[src/rtl/wrs_pkg.sv]
// ----------------------------------------------------------------------------
// wrs_pkg
// Shared widths and constants for the Wilder RSI stream core.
// ----------------------------------------------------------------------------
package wrs_pkg;

  localparam int PRICE_IN_W = 32;   // width of the close_price field
  localparam int PRICE_BITS = 32;   // bits of the price actually used
  localparam int FRAC_BITS  = 16;   // fraction bits of the averages
  localparam int MAX_PERIOD = 64;
  localparam int PERIOD_W   = 7;
  localparam int COUNT_W    = 7;
  localparam int AVG_W      = 48;
  localparam int RSI_W      = 14;

  localparam logic [PERIOD_W-1:0] PERIOD_RESET = PERIOD_W'(14);
  localparam logic [PERIOD_W-1:0] PERIOD_MIN   = PERIOD_W'(2);
  localparam logic [PERIOD_W-1:0] PERIOD_MAX   = PERIOD_W'(MAX_PERIOD);
  localparam logic [COUNT_W-1:0]  COUNT_MAX    = '1;
  localparam logic [RSI_W-1:0]    RSI_FULL     = RSI_W'(10000);
  localparam logic [AVG_W-1:0]    AVG_MAX      = '1;

endpackage

[src/rtl/wrs_in_if.sv]
// ----------------------------------------------------------------------------
// wrs_in_if
// Price input channel: valid/ready handshake with close price and restart.
// ----------------------------------------------------------------------------
interface wrs_in_if;
  import wrs_pkg::*;

  logic                  valid;
  logic                  ready;
  logic [PRICE_IN_W-1:0] close_price;
  logic                  new_series;

  modport source (output valid, close_price, new_series, input ready);
  modport sink   (input valid, close_price, new_series, output ready);
endinterface

[src/rtl/wrs_out_if.sv]
// ----------------------------------------------------------------------------
// wrs_out_if
// Result channel: valid/ready handshake with RSI and smoothed averages.
// ----------------------------------------------------------------------------
interface wrs_out_if;
  import wrs_pkg::*;

  logic             valid;
  logic             ready;
  logic [RSI_W-1:0] rsi_hundredths;
  logic             rsi_valid;
  logic [AVG_W-1:0] average_gain;
  logic [AVG_W-1:0] average_loss;

  modport source (output valid, rsi_hundredths, rsi_valid, average_gain, average_loss,
                  input ready);
  modport sink   (input valid, rsi_hundredths, rsi_valid, average_gain, average_loss,
                  output ready);
endinterface

[src/rtl/wilder_rsi_stream_core.sv]
// ----------------------------------------------------------------------------
// wilder_rsi_stream_core
// Wilder RSI over a stream of closing prices, one result beat per price beat.
// ----------------------------------------------------------------------------
// Each price beat yields one result beat. A beat that starts a series (or the
// first after reset) goes from acceptance to ST_DONE, where it is loaded into the
// result register once that register is free. Any other beat runs through one
// shared multiplier and a restoring divider that retires one quotient bit per
// cycle: 48 steps each for the gain and loss averages and 14 steps for the RSI
// ratio, each division set up in ST_MUL, before ST_DONE loads the result. When
// the loss average is zero the RSI division is skipped and full scale is used.
// The input is not ready while a beat is in flight and comes back the cycle
// after the result is loaded; the result register lets the next price beat be
// taken while a finished result still waits downstream.
module wilder_rsi_stream_core (
  input  logic                          clk,
  input  logic                          rst_n,
  input  logic                          cfg_wr_en,
  input  logic [wrs_pkg::PERIOD_W-1:0]  cfg_wr_data,
  wrs_in_if.sink                        in_ch,
  wrs_out_if.source                     out_ch
);
  import wrs_pkg::*;

  localparam int NUM_W  = 64;
  localparam int REM_W  = AVG_W + 1;
  localparam int MULB_W = RSI_W;
  localparam int PROD_W = AVG_W + MULB_W;
  localparam int STEP_W = 6;
  localparam int STEPS_AVG = AVG_W;
  localparam int STEPS_RSI = RSI_W;

  typedef enum logic [1:0] {ST_IDLE, ST_MUL, ST_DIV, ST_DONE} state_t;
  typedef enum logic [1:0] {PH_GAIN, PH_LOSS, PH_RSI} phase_t;

  state_t                state_r;
  phase_t                phase_r;
  logic [PERIOD_W-1:0]   period_r;
  logic [PRICE_BITS-1:0] last_price_r;
  logic                  have_price_r;
  logic [COUNT_W-1:0]    count_r;
  logic [AVG_W-1:0]      gain_avg_r;
  logic [AVG_W-1:0]      loss_avg_r;
  logic [AVG_W-1:0]      gain_x_r;
  logic [AVG_W-1:0]      loss_x_r;
  logic [PERIOD_W-1:0]   div_d_r;
  logic                  res_valid_r;
  logic [RSI_W-1:0]      rsi_r;

  // shared divider
  logic [REM_W-1:0]      rem_r;
  logic [NUM_W-1:0]      num_r;
  logic [AVG_W-1:0]      quo_r;
  logic [REM_W-1:0]      den_r;
  logic [STEP_W-1:0]     step_r;

  // result register
  logic                  out_valid_r;
  logic [RSI_W-1:0]      out_rsi_r;
  logic                  out_rsi_valid_r;
  logic [AVG_W-1:0]      out_gain_r;
  logic [AVG_W-1:0]      out_loss_r;

  logic                  in_fire;
  logic [PRICE_BITS-1:0] price;
  logic [COUNT_W-1:0]    count_inc;
  logic [PERIOD_W-1:0]   period_eff;
  logic [PERIOD_W-1:0]   d_new;
  logic [PRICE_BITS-1:0] diff;
  logic [NUM_W-1:0]      diff_scaled;
  logic [AVG_W-1:0]      diff_sat;
  logic [AVG_W-1:0]      mul_a;
  logic [MULB_W-1:0]     mul_b;
  logic [PROD_W-1:0]     prod;
  logic [NUM_W-1:0]      numer;
  logic [REM_W:0]        trial;
  logic                  trial_ge;
  logic [REM_W-1:0]      rem_step;
  logic [AVG_W-1:0]      quo_fin;

  assign in_ch.ready = (state_r == ST_IDLE);
  assign in_fire     = in_ch.valid && in_ch.ready;
  assign price       = PRICE_BITS'(in_ch.close_price);

  always_comb begin
    count_inc = (count_r == COUNT_MAX) ? count_r : count_r + COUNT_W'(1);
    if (period_r < PERIOD_MIN) begin
      period_eff = PERIOD_MIN;
    end else if (period_r > PERIOD_MAX) begin
      period_eff = PERIOD_MAX;
    end else begin
      period_eff = period_r;
    end
    d_new       = (PERIOD_W'(count_inc) < period_eff) ? PERIOD_W'(count_inc) : period_eff;
    diff        = (price > last_price_r) ? price - last_price_r : last_price_r - price;
    diff_scaled = NUM_W'(diff) << FRAC_BITS;
    diff_sat    = (diff_scaled > NUM_W'(AVG_MAX)) ? AVG_MAX : AVG_W'(diff_scaled);
  end

  // shared multiplier: avg*(d-1) + x for the averages, 10000*G for the ratio
  always_comb begin
    case (phase_r)
      PH_LOSS: mul_a = loss_avg_r;
      default: mul_a = gain_avg_r;
    endcase
    mul_b = (phase_r == PH_RSI) ? MULB_W'(RSI_FULL) : MULB_W'(div_d_r - PERIOD_W'(1));
    prod  = PROD_W'(mul_a) * PROD_W'(mul_b);
    case (phase_r)
      PH_GAIN: numer = NUM_W'(prod) + NUM_W'(gain_x_r);
      PH_LOSS: numer = NUM_W'(prod) + NUM_W'(loss_x_r);
      default: numer = NUM_W'(prod);
    endcase
  end

  // one restoring step per cycle
  always_comb begin
    trial    = {rem_r, num_r[NUM_W-1]};
    trial_ge = (trial >= {1'b0, den_r});
    rem_step = trial_ge ? REM_W'(trial - {1'b0, den_r}) : REM_W'(trial);
    quo_fin  = {quo_r[AVG_W-2:0], trial_ge};
  end

  always_ff @(posedge clk) begin
    if (!rst_n) begin
      state_r      <= ST_IDLE;
      phase_r      <= PH_GAIN;
      period_r     <= PERIOD_RESET;
      last_price_r <= '0;
      have_price_r <= 1'b0;
      count_r      <= '0;
      gain_avg_r   <= '0;
      loss_avg_r   <= '0;
      out_valid_r  <= 1'b0;
      step_r       <= '0;
    end else begin
      if (cfg_wr_en) begin
        period_r <= cfg_wr_data;
      end
      // in ST_DONE the result register is either reloaded or held
      if (out_ch.ready && state_r != ST_DONE) begin
        out_valid_r <= 1'b0;
      end
      case (state_r)
        ST_IDLE: begin
          if (in_fire) begin
            last_price_r <= price;
            have_price_r <= 1'b1;
            if (in_ch.new_series || !have_price_r) begin
              count_r     <= '0;
              gain_avg_r  <= '0;
              loss_avg_r  <= '0;
              res_valid_r <= 1'b0;
              rsi_r       <= '0;
              state_r     <= ST_DONE;
            end else begin
              count_r     <= count_inc;
              div_d_r     <= d_new;
              gain_x_r    <= (price > last_price_r) ? diff_sat : '0;
              loss_x_r    <= (price > last_price_r) ? '0 : diff_sat;
              res_valid_r <= 1'b1;
              phase_r     <= PH_GAIN;
              state_r     <= ST_MUL;
            end
          end
        end
        ST_MUL: begin
          if (phase_r == PH_RSI) begin
            if (loss_avg_r == '0) begin
              rsi_r   <= RSI_FULL;
              state_r <= ST_DONE;
            end else begin
              rem_r   <= REM_W'(numer >> STEPS_RSI);
              num_r   <= numer << (NUM_W - STEPS_RSI);
              den_r   <= REM_W'(gain_avg_r) + REM_W'(loss_avg_r);
              step_r  <= STEP_W'(STEPS_RSI);
              state_r <= ST_DIV;
            end
          end else begin
            rem_r   <= REM_W'(numer >> STEPS_AVG);
            num_r   <= numer << (NUM_W - STEPS_AVG);
            den_r   <= REM_W'(div_d_r);
            step_r  <= STEP_W'(STEPS_AVG);
            state_r <= ST_DIV;
          end
        end
        ST_DIV: begin
          rem_r  <= rem_step;
          num_r  <= num_r << 1;
          quo_r  <= quo_fin;
          step_r <= step_r - STEP_W'(1);
          if (step_r == STEP_W'(1)) begin
            case (phase_r)
              PH_GAIN: begin
                gain_avg_r <= quo_fin;
                phase_r    <= PH_LOSS;
                state_r    <= ST_MUL;
              end
              PH_LOSS: begin
                loss_avg_r <= quo_fin;
                phase_r    <= PH_RSI;
                state_r    <= ST_MUL;
              end
              default: begin
                rsi_r   <= quo_fin[RSI_W-1:0];
                state_r <= ST_DONE;
              end
            endcase
          end
        end
        ST_DONE: begin
          if (!out_valid_r || out_ch.ready) begin
            out_valid_r     <= 1'b1;
            out_rsi_r       <= rsi_r;
            out_rsi_valid_r <= res_valid_r;
            out_gain_r      <= gain_avg_r;
            out_loss_r      <= loss_avg_r;
            state_r         <= ST_IDLE;
          end
        end
        default: state_r <= ST_IDLE;
      endcase
    end
  end

  assign out_ch.valid          = out_valid_r;
  assign out_ch.rsi_hundredths = out_rsi_r;
  assign out_ch.rsi_valid      = out_rsi_valid_r;
  assign out_ch.average_gain   = out_gain_r;
  assign out_ch.average_loss   = out_loss_r;

  // partial remainder must stay below the divisor while dividing
  a_rem_below_den: assert property (@(posedge clk) disable iff (!rst_n)
    (state_r == ST_DIV) |-> (rem_r < den_r))
    else $error("divider remainder not below divisor");

  a_no_change_zero: assert property (@(posedge clk) disable iff (!rst_n)
    (out_ch.valid && !out_ch.rsi_valid) |->
      (out_ch.rsi_hundredths == '0 && out_ch.average_gain == '0 &&
       out_ch.average_loss == '0))
    else $error("result without a change carries nonzero fields");

  a_zero_loss_full: assert property (@(posedge clk) disable iff (!rst_n)
    (out_ch.valid && out_ch.rsi_valid && out_ch.average_loss == '0) |->
      (out_ch.rsi_hundredths == RSI_FULL))
    else $error("zero loss average must give full scale RSI");

  a_rsi_range: assert property (@(posedge clk) disable iff (!rst_n)
    out_ch.valid |-> (out_ch.rsi_hundredths <= RSI_FULL))
    else $error("RSI above full scale");

  a_busy_not_ready: assert property (@(posedge clk) disable iff (!rst_n)
    (state_r == ST_DIV && step_r != STEP_W'(1)) |=> !in_ch.ready)
    else $error("input ready while a division is in flight");

endmodule
[src/flat_wrapper.sv]
// flat-port wrapper written by rule: the top's interface ports become plain ports
module wilder_rsi_stream_core_flat import wrs_pkg::*;
  (clk, rst_n, cfg_wr_en, cfg_wr_data, in_ch_valid, in_ch_close_price, in_ch_new_series, in_ch_ready, out_ch_valid, out_ch_rsi_hundredths, out_ch_rsi_valid, out_ch_average_gain, out_ch_average_loss, out_ch_ready);
  wrs_in_if in_ch_i ();
  wrs_out_if out_ch_i ();
  input  logic clk;
  input  logic rst_n;
  input  logic cfg_wr_en;
  input  logic [wrs_pkg::PERIOD_W-1:0] cfg_wr_data;
  input wire logic [$bits(in_ch_i.valid)-1:0] in_ch_valid;
  input wire logic [$bits(in_ch_i.close_price)-1:0] in_ch_close_price;
  input wire logic [$bits(in_ch_i.new_series)-1:0] in_ch_new_series;
  output wire logic [$bits(in_ch_i.ready)-1:0] in_ch_ready;
  output wire logic [$bits(out_ch_i.valid)-1:0] out_ch_valid;
  output wire logic [$bits(out_ch_i.rsi_hundredths)-1:0] out_ch_rsi_hundredths;
  output wire logic [$bits(out_ch_i.rsi_valid)-1:0] out_ch_rsi_valid;
  output wire logic [$bits(out_ch_i.average_gain)-1:0] out_ch_average_gain;
  output wire logic [$bits(out_ch_i.average_loss)-1:0] out_ch_average_loss;
  input wire logic [$bits(out_ch_i.ready)-1:0] out_ch_ready;
  assign in_ch_i.valid = in_ch_valid;
  assign in_ch_i.close_price = in_ch_close_price;
  assign in_ch_i.new_series = in_ch_new_series;
  assign in_ch_ready = in_ch_i.ready;
  assign out_ch_valid = out_ch_i.valid;
  assign out_ch_rsi_hundredths = out_ch_i.rsi_hundredths;
  assign out_ch_rsi_valid = out_ch_i.rsi_valid;
  assign out_ch_average_gain = out_ch_i.average_gain;
  assign out_ch_average_loss = out_ch_i.average_loss;
  assign out_ch_i.ready = out_ch_ready;
  wilder_rsi_stream_core u_core (.clk(clk), .rst_n(rst_n), .cfg_wr_en(cfg_wr_en), .cfg_wr_data(cfg_wr_data), .in_ch(in_ch_i), .out_ch(out_ch_i));
endmodule
[config.mk]
export PLATFORM = sky130hd
export DESIGN_NAME = wilder_rsi_stream_core_flat
export DESIGN_NICKNAME = d
export VERILOG_FILES = /design/src/rtl/wrs_pkg.sv /design/src/rtl/wrs_in_if.sv /design/src/rtl/wrs_out_if.sv /design/src/rtl/wilder_rsi_stream_core.sv /design/src/flat_wrapper.sv
export SDC_FILE = /design/constraint.sdc
export NUM_CORES = 2
export LEC_CHECK = 0
export BUFFER_PORTS_ARGS = -buffer_cell sky130_fd_sc_hd__buf_4
export CELL_PAD_IN_SITES_DETAIL_PLACEMENT = 1
export CELL_PAD_IN_SITES_GLOBAL_PLACEMENT = 2
export CORE_MARGIN = 2
export CORE_UTILIZATION = 30
export CTS_CLUSTER_DIAMETER = 120
export DETAILED_ROUTE_END_ITERATION = 8
export PLACE_DENSITY_LB_ADDON = 0.1
export SETUP_SLACK_MARGIN = 0.15
export SYNTH_ARGS = -nofsm -noshare
export SYNTH_HDL_FRONTEND = slang
export SYNTH_SLANG_ARGS = --single-unit
[constraint.sdc]
create_clock -name clk -period 31.3 [get_ports clk]
set_clock_uncertainty 0.15 [all_clocks]
set_input_delay 7.825 -clock clk [delete_from_list [all_inputs] [get_ports clk]]
set_output_delay 7.825 -clock clk [all_outputs]
set_load 0.01 [all_outputs]
==> reports/results.ini <==
[status]
status=complete, no violations

[layout]
area.growth.synth_to_final_pct=11.7
fillerInstances=20000
final_net_count=6668
final_cell_count_no_fill=8136
drive_gt1_share_pct=8.93
final-seq-area_mm2=0.0148
footprint_of_the_multi_input_gates_mm2=0.0343

[setup_path]
r2r-end=u_core.rem_r[9]
cpPeakStageDelay_ns=1.00
timing.critical_path.slowest_stage_cell=sky130_fd_sc_hd__mux2i_1
worstSetupStartpointType=register
crit_buf_inv=5
critical_path.most_common_cell=sky130_fd_sc_hd__fa_1
worstPathMaxFanout=28
critical_path.endpoint_type=register
path_delay_family=adder cells
crit_path_kind=reg -> reg
worst_ep_required_time_ns=31.61
r2r-start=u_core.phase_r[0]
rrSetupSlack_ns=18.80
timing.critical_path.arrival_ns=12.82
depth_of_the_most_critical_reg_to_reg_path=35

[logic_synthesis]
synth_top_flop_cell=sky130_fd_sc_hd__edfxtp_1
yosys_register_bits=544
synth_fp_nets=6607
number_of_enable_flip_flop_cells_after_synthesis=390
synth-async-reset-ratio_pct=0
total_of_warnings_raised_by_yosys=0
yosys.cell_types.count=96
syn_avg_cell_area_um2=9.27
cell_area_after_technology_mapping_mm2=0.0527
synth_largest_type_area_fraction_pct=22.2
synth.area.top_cells=sky130_fd_sc_hd__edfxtp_1 (22%), sky130_fd_sc_hd__fa_1 (21%), sky130_fd_sc_hd__ha_1 (8.1%)
synth_top_cell_by_area=sky130_fd_sc_hd__edfxtp_1
yosysSeqAreaShare_pct=28.1
syn-instance-count=5682

[routing]
routed-via-count=42000
drt-vias-per-instance=5.16
detail_route.first_pass.iterations=5
wl_mm=210
drt.antenna.violating_nets=0
wl_per_cell_um=25.8
number_of_design_rule_violations_left_by_the_first_detailed_router_iteration=2718
remaining_drc_errors=0

[clock_network]
cts_inserted_buffers=72
htree_num_levels=3
clkLatencyLatePin_ns=0.69
cts.reportedPaths.clkPinSlew_ns=0.06
cts_hold_buf=0
clock_tree.buffer_depth=3
ctsRootBufferMaster=sky130_fd_sc_hd__clkbuf_16
post_cts_setup_repair_buffer_count=0
cts_repair_resize_count=0
tritoncts_clock_tree=built
cts_num_sinks=544

[pwr]
power.switching_fraction_pct=43.4
power.net_switching_mw=1.44
p_seq_share_pct=30.1
total_leakage_power_nw=25.8
share_comb_of_total_power_pct=45.4
max-vdd-ir-drop_mv=0.0413
power.density_cell_area_mw_per_mm2=56.5
power_frac_clock_pct=24.5
fin_total_pwr_mw=3.33
p_int_mw=1.88

[global_routing]
global_route_wire_length_before_repair_mm=311
first_global_vias=44900
grt_antenna_before_repair=11
grt_start_max_net_pins=79
track_usage_pct=23.4
grt.overflow.total=0

[die]
core.rowCount=153
die_width_um=423
die-height_um=423
io_pins=158
floorplan.initialDensity_pct=30.2
die_area_mm2=0.179
placeableCoreArea_mm2=0.174

[hold_path]
hold-path-cell-count=0
hp-start=u_core.res_valid_r
timing.hold.worst_endpoint=u_core.out_ch.rsi_valid
timing.hold.worst.class=reg -> reg

[sta]
fmax_ghz=0.0800
min_period_ns=12.50
tns_ns=0
maxSlewViolCount=0
unrepaired_setup_endpoints_after_global_routing=no
max_slew.worst_pin.slew_ns=1.28
final_hold_viol_count=0
finalSetupViolations=0
timing.slew.headroom_pct=14.1
crit_share_post_route_pct=39.9

[placed_design]
port-buffer-count=157
placedCellCount=7994
gp_routability_congestion=0.899
dp.final_hpwl_mm=170

[job]
cap_violations=0

==> power by group through the flow <==
| stage | Sequential [mW] | Clock [mW] | Combinational [mW] |
|---|---|---|---|
| 6_report | 1.00 | 0.816 | 1.51 |
| 5_1_grt | 1.01 | 0.865 | 1.67 |
| 4_1_cts | 0.999 | 0.842 | 1.52 |
| 3_5_place_dp | 1.01 | 0 | 1.51 |
| 3_3_place_gp | 1.01 | 0 | 1.51 |
| 2_1_floorplan | 0.987 | 0 | 0.987 |
==> layout by cell type, fill, tap and decap left out, drive strengths merged, types with 103 or more instances in the layout <==
cell type | netlist | layout
mux2i | 103 | 103
edfxtp | 390 | 390
nand2 | 596 | 596
fa | 541 | 541
ha | 339 | 339
a21oi | 401 | 401
o21ai | 247 | 247
buf | 65 | 239
inv | 734 | 738
nor2 | 561 | 561
a21o | 137 | 137
dfxtp | 154 | 154
xnor2 | 147 | 147
==> routing by layer <==
metal  track usage [%]  share of wire [%]  routed length, um
met1              33.2                 47              98600
met2              38.3                 47              98400
met3              2.63                3.9               8230
met4              5.05                2.1               4310
met5                 0             0.0062                 13
==> sequential cells by signal, summed over array words and instances (netlist names), 47 cells and up <==
name                        count
u_core.out_ch.average_gain     48
u_core.rem_r                   49
u_core.loss_avg_r              48
u_core.gain_avg_r              48
u_core.out_ch.average_loss     48
u_core.num_r                   48
u_core.den_r                   49
u_core.quo_r                   47
==> synthesized netlist by cell type, drive strengths merged (14+ instances only) <==
master / number
nand2: 596
nand4: 62
a21boi: 16
fa: 541
and3: 32
o21bai: 37
a31oi: 43
o211ai: 28
xnor2: 147
o31ai: 19
nor2: 561
a21oi: 401
nor4: 34
a221oi: 17
o21ai: 247
o21a: 42
dfxtp: 154
or2: 14
xor2: 90
nand3: 98
a22oi: 66
o22ai: 16
inv: 734
edfxtp: 390
mux2i: 103
buf: 65
clkbuf: 187
a21o: 137
nand2b: 40
and2: 28
nor3: 73
mux2: 88
ha: 339
or3: 24
nor2b: 32
a211oi: 30
==> how the worst max path moves through the flow <==
stage | start | end | slack [ns] | depth (start not counted)
4_1_cts | u_core.phase_r[0] | u_core.rem_r[9] | 18.87 | 35
2_1_floorplan | out_ch_ready | u_core.out_ch.average_gain[0] | 18.04 | 2
5_1_grt | u_core.phase_r[0] | u_core.rem_r[9] | 18.20 | 35
6_report | u_core.phase_r[0] | u_core.rem_r[9] | 18.80 | 35
3_5_place_dp | u_core.phase_r[0] | u_core.rem_r[9] | 18.91 | 35
3_3_place_gp | u_core.phase_r[0] | u_core.rem_r[9] | 18.94 | 35
==> logic make-up (layout without fill, tap and decap cells) <==
kind of cell,after synthesis,count (layout),synth area share [%]
AO/OA/AOI/OAI,1205,1205,14.5
multiplexers,191,191,3.84
other,0,9,0
XOR/XNOR,237,237,3.94
AND/OR/NAND/NOR,1638,1638,13.9
flip-flops,544,544,28.1
buffers and inverters,987,1107,7.16
adder cells (fa/ha/maj),880,880,28.6
==> cell type report <==
cell class / count / area share (%)
inverter: 735 / 4.70
timing repair buffer: 239 / 3.05
clock inverter: 31 / 0.419
multi-input combinational: 4151 / 58.3
antenna: 9 / 0.0383
sequential: 544 / 25.1
clock buffer: 102 / 3.45
tap: 2325 / 4.94
==> stage by stage <==
stage	setup WS, ns	utilization [%]	hold WS (ns)	instance area, um^2
2_1_floorplan	18.04	-	0.250	52700
3_5_place_dp	18.91	32.5	0.256	56500
5_1_grt	18.20	33.8	0.268	58800
6_report	18.80	33.8	0.268	58800
3_3_place_gp	18.94	32.5	0.252	56500
4_1_cts	18.87	33.8	0.269	58800
(Power assumes the default switching activity.)
